[config.mk]
export PLATFORM = sky130hd
export DESIGN_NAME = grdm_mul
export DESIGN_NICKNAME = d
export VERILOG_FILES = /design/src/design/grdm_pkg.sv /design/src/design/grdm_mul.sv
export SDC_FILE = /design/constraint.sdc
export NUM_CORES = 2
export LEC_CHECK = 0
export BUFFER_PORTS_ARGS = -buffer_cell sky130_fd_sc_hd__buf_2
export CAP_MARGIN = 40
export CORE_MARGIN = 8
export CORE_UTILIZATION = 25
export CTS_CLUSTER_DIAMETER = 60
export CTS_CLUSTER_SIZE = 25
export DETAILED_ROUTE_END_ITERATION = 10
export HOLD_SLACK_MARGIN = 0.06
export MAX_ROUTING_LAYER = met4
export PLACE_DENSITY = 0.42
export SLEW_MARGIN = 20
export SYNTH_ARGS = -nofsm -noshare
export SYNTH_HDL_FRONTEND = slang
export SYNTH_SLANG_ARGS = --single-unit
[constraint.sdc]
create_clock -name clk -period 10.8 [get_ports clk]
set_clock_uncertainty 0.1 [all_clocks]
set_input_delay 2.16 -clock clk [delete_from_list [all_inputs] [get_ports clk]]
set_output_delay 2.16 -clock clk [all_outputs]
set_load 0.02 [all_outputs]
[src/design/grdm_pkg.sv]
package grdm_pkg;

  localparam int DATA_W   = 24;  // Q4.20 store entries
  localparam int VALUE_W  = 48;  // Q16.32 result
  localparam int CFG_W    = 5;
  localparam int MA_W     = 32;  // shared multiplier, operand A
  localparam int PROD_W   = MA_W + DATA_W;
  localparam int GG_W     = 52;  // Q.32 operand of the Q.20 scaling multiply
  localparam int ACC_W    = 64;

  localparam logic [CFG_W-1:0] NUM_ORBITALS_RST = 5'd16;
  localparam logic [CFG_W-1:0] NUM_PAIRS_RST    = 5'd8;

  localparam logic [1:0] FUNC_LOAD = 2'd0;
  localparam logic [1:0] FUNC_RDM1 = 2'd1;
  localparam logic [1:0] FUNC_RDM2 = 2'd2;

  localparam logic [1:0] ST_OK  = 2'd0;
  localparam logic [1:0] ST_SAT = 2'd1;
  localparam logic [1:0] ST_ERR = 2'd2;

  localparam logic CFG_NUM_ORBITALS = 1'b0;
  localparam logic CFG_NUM_PAIRS    = 1'b1;

  localparam logic signed [ACC_W-1:0] ONE_Q32 = 64'sd4294967296;
  localparam logic signed [66:0] SAT_MAX = 67'sd140737488355327;
  localparam logic signed [66:0] SAT_MIN = -67'sd140737488355328;

  typedef struct packed {
    logic [1:0]               func;
    logic [3:0]               index_p;
    logic [3:0]               index_q;
    logic [3:0]               index_r;
    logic [3:0]               index_s;
    logic signed [DATA_W-1:0] coefficient;
    logic signed [DATA_W-1:0] multiplier;
  } in_item_t;

  typedef struct packed {
    logic signed [VALUE_W-1:0] value;
    logic [1:0]                status;
  } out_item_t;

  typedef enum logic [3:0] {
    S_IDLE, S_PRE, S_PRE2, S_SCAN, S_R1, S_R2, S_R3, S_M1, S_M2, S_M3,
    S_M4, S_M5, S_M6, S_ACC, S_RES, S_FIN
  } state_t;

  typedef enum logic [1:0] {
    JOB_PASS, JOB_PI_OV, JOB_PI_VO
  } job_t;

  typedef enum logic [2:0] {
    P_ROW1, P_ROW2, P_COL, P_FS, P_XSUM, P_VV, P_OV
  } pass_t;

  typedef enum logic [1:0] {
    SC_X2, SC_X4, SC_NEG2
  } scale_t;

endpackage

[src/design/grdm_mul.sv]
module grdm_mul (
  input  logic                               clk,
  input  logic signed [grdm_pkg::MA_W-1:0]   a,
  input  logic signed [grdm_pkg::DATA_W-1:0] b,
  output logic signed [grdm_pkg::PROD_W-1:0] prod_r
);
  import grdm_pkg::*;

  // one signed 32x24 product a cycle, registered
  always_ff @(posedge clk) begin
    prod_r <= PROD_W'(a) * PROD_W'(b);
  end

endmodule

==> metrics.sh <==
PLACE.GP.CONGESTION=0.8091
ROW_COUNT=124
PLACE.PORT_BUFFERS=112
SYNTH_EDF_COUNT=0
FINAL_WORST_PATH_PERIOD_SHARE=0.9069
ROUTE.DETAILED.WL_PER_INST_UM=18.74
HPWL_MM=72.34
FINALNETCOUNT=4037
NUMCTSBUFFERS=5
LARGEST_REGISTERS='prod_r x56'
NETLIST_INSTANCES=3067
CTS-HTREE-LEVELS=2
FINAL-MAX-SLEW-VIOLATION-COUNT=0
GRT-OVFL-TOTAL=0
POSTCTSSETUPREPAIRBUFS=0
YOSYSTOPAREACELL='fa_1'
DRT_DRC_VIOLATIONS_LEFT=0
LAYOUTNONFILLERINSTCOUNT=4564
AREA_DELTA_SYNTH_FINAL_PCT=7.602
SYNTH_CELL_TYPES=61
CTS_HOLD_BUFFERS=0
WORSTPATHMAXFANOUT=24
CTS_REPAIR_RESIZE_COUNT=0
SYNTH.AREA.TOP_CELLS='fa_1 55%, inv_1 10%, and2_1 8.2%'
MAX_CAP_VIOLATIONS=0
DESIGN.PORTCOUNT=113
DIE_FOOTPRINT_MM2=0.1251
NETLIST_AREA_MM2=0.02850
DETAIL_ROUTE.ITER0.VIOLATIONS=821
TIMING.CRITICAL_PATH.FROM_TYPE='primary input'
DRIVE_ABOVE_1_SHARE=0.05151
Y_DIMENSION_OF_THE_DIE_UM=353.7
ASYNC_FLOP_SHARE=0
CLOCK_TREE_FROM_TRITONCTS='done'
DETAILED_PLACE.AREA_MM2=0.03049
WORST_REL_SLEW_SLACK=0.3677
TOTAL_OF_FLIP_FLOPS_PLUS_LATCHES_AFTER_SYNTHESIS=56
YOSYSSEQAREASHARE=0.03933
DIE_W_UM=353.7
CLOCK_TREE.ROOT_CELL='clkbuf_16'
SYN-MEAN-INSTANCE-AREA_UM2=9.294
FINALINSTANCEAREA_MM2=0.03067
DR.PASS1.ITERS=7
GRT_FIRST_PASS_WIRELENGTH_MM=134.1
CRIT_START='a[31]'
SYNTH_TOP_FLOP_CELL='dfxtp_1'
GLOBAL_ROUTE.USAGE.TOTAL=0.1430
MAXCLOCKFREQUENCY_MHz=102.1
REPORT.FINAL.SETUP_VIOL=0
WORST_SLEW_PIN_SLEW_NS=0.9405
ANTENNA_FOUND_INITIAL=13
WORST-SETUP-PATH-TYPE='primary input to register'
LARGEST_REG_FLOPS=56
GRT_PASS1_VIAS=21857
HOLD_PATH_DEPTH=2
LARGEST_REGISTER='prod_r'
MIN_PATH_TYPE='primary input to register'
WORSTPATHARRIVAL_NS=9.93
DR_TOTAL_VIAS=19465
YOSYS_WARNING_COUNT=0
GRT_START_MAX_NET_PINS=33
FIN_TNS_SETUP_NS=0
CRITICAL_PATH_REQUIRED_NS=10.94
FILLERS=12278
ANTENNA_VIOLATING_NETS_POST_ROUTE=0
PLACE.DETAILED.INSTANCES=4551
FP.COREAREA_MM2=0.1137
OUTCOME='finished clean'
VIAS_PER_CELL=4.265
CLK_TRANSITION_REPORTED_PATHS_NS=0.08
TOTALWIRELENGTH_MM=85.52
CLOCKBUFFERDEPTH=2
YOSYSTOPAREACELLSHARE=0.5499
FIN_CRIT_NS=9.794
POSTSYNTHNETCOUNT=4057
RSZ0062_AT_GRT='false'
START_UTIL=0.2506
FINALHOLDVIOLATIONS=0
CTS.SINK_COUNT=56
ENDPOINT_KIND='register'
WORST_SETUP_PATH_ENDPOINT='prod_r[55]$_DFF_P_'
[metrics by stage]
stage / hold slack [ns] / utilization / setup slack, ns
finish: 2.297 / 0.2697 / 1.006
detailed placement: 2.480 / 0.2681 / 0.7229
global placement: 2.479 / 0.2680 / 0.7905
floorplan: 2.187 / - / 1.735
global route: 2.325 / 0.2697 / 0.4942
CTS: 2.293 / 0.2694 / 1.011
[per-layer routing]
layer,track usage,wire (um),vias up
met3,0.01401,2189,109
met4,0.03607,2828,0
met1,0.1637,33360,10295
met2,0.2663,47140,317
li1,-,-,8744
met5,-,0,-
[kinds of logic after synthesis]
kind of cell,Yosys count,synth area share
buf+inv,933,0.1233
fa+ha+maj,933,0.6157
simple gates,911,0.1590
compound gates,174,0.04416
xor+xnor,60,0.01844
flops,56,0.03933
[worst min-delay path by stage]
stage,startpoint,slack (ns),end
final,a[0],2.30,prod_r[0]$_DFF_P_
after global routing,a[0],2.32,prod_r[0]$_DFF_P_
after CTS,a[0],2.29,prod_r[0]$_DFF_P_
after detailed placement,prod_r[16]$_DFF_P_,2.48,prod_r[16]
after global placement,prod_r[18]$_DFF_P_,2.48,prod_r[18]
after floorplan,a[0],2.19,prod_r[0]$_DFF_P_
[cells in the final DEF (no fill, tap or decap), types with 5 or more instances in the layout]
cell type,count
fa_1,783
inv_1,776
nand2_1,403
and2_1,372
ha_1,150
buf_2,112
nor2_1,56
a21oi_1,56
dfxtp_1,56
xnor2_1,42
a21o_1,21
o21ai_0,21
nand3_1,19
xor2_1,18
buf_4,16
nand2b_1,12
nand4_1,11
nor3_1,11
o21bai_1,9
and3_1,6
a211oi_1,6
nor2b_1,6
o211ai_1,5
nor3b_1,5
a31oi_1,5
o21a_1,5
clkbuf_16,5
[cell usage after synthesis, drive strengths merged, types with 10 or more instances]
cell / number
nor3: 11
o21bai: 10
dfxtp: 56
a21o: 21
clkbuf: 151
and2: 372
fa: 783
xnor2: 42
nand2: 403
nand4: 11
xor2: 18
a21oi: 59
inv: 776
nand2b: 12
nor2: 56
nand3: 19
o21ai: 26
ha: 150
[layout make-up]
class | instances | area [um2] | area share
tap | 1512 | 1892 | 0.06168
inverter | 776 | 2913 | 0.09497
antenna | 4 | 10.01 | 0.0003263
clock buffer | 5 | 125.1 | 0.004079
multi-input combinational | 2078 | 23870 | 0.7782
clock inverter | 3 | 22.52 | 0.0007343
timing repair buffer | 130 | 720.7 | 0.02350
sequential | 56 | 1121 | 0.03655
[critical path, cell delays in order]
cell       delay, ns
buf_2           0.37
nand2_1         0.16
inv_1           0.14
fa_1            0.54
fa_1            0.72
inv_1           0.22
fa_1            0.80
inv_1           0.28
fa_1            0.56
inv_1           0.05
fa_1            0.53
inv_1           0.05
fa_1            0.49
fa_1            0.41
ha_1            0.40
nand2_1         0.10
nor4_1          0.42
nand2_1         0.23
nor2_1          0.21
o2111ai_1       0.36
a21o_1          0.31
and3_1          0.14
a311oi_1        0.24
Power is not shown: default switching activity piles up to over one toggle a cycle in this logic, so the estimate is an artifact.
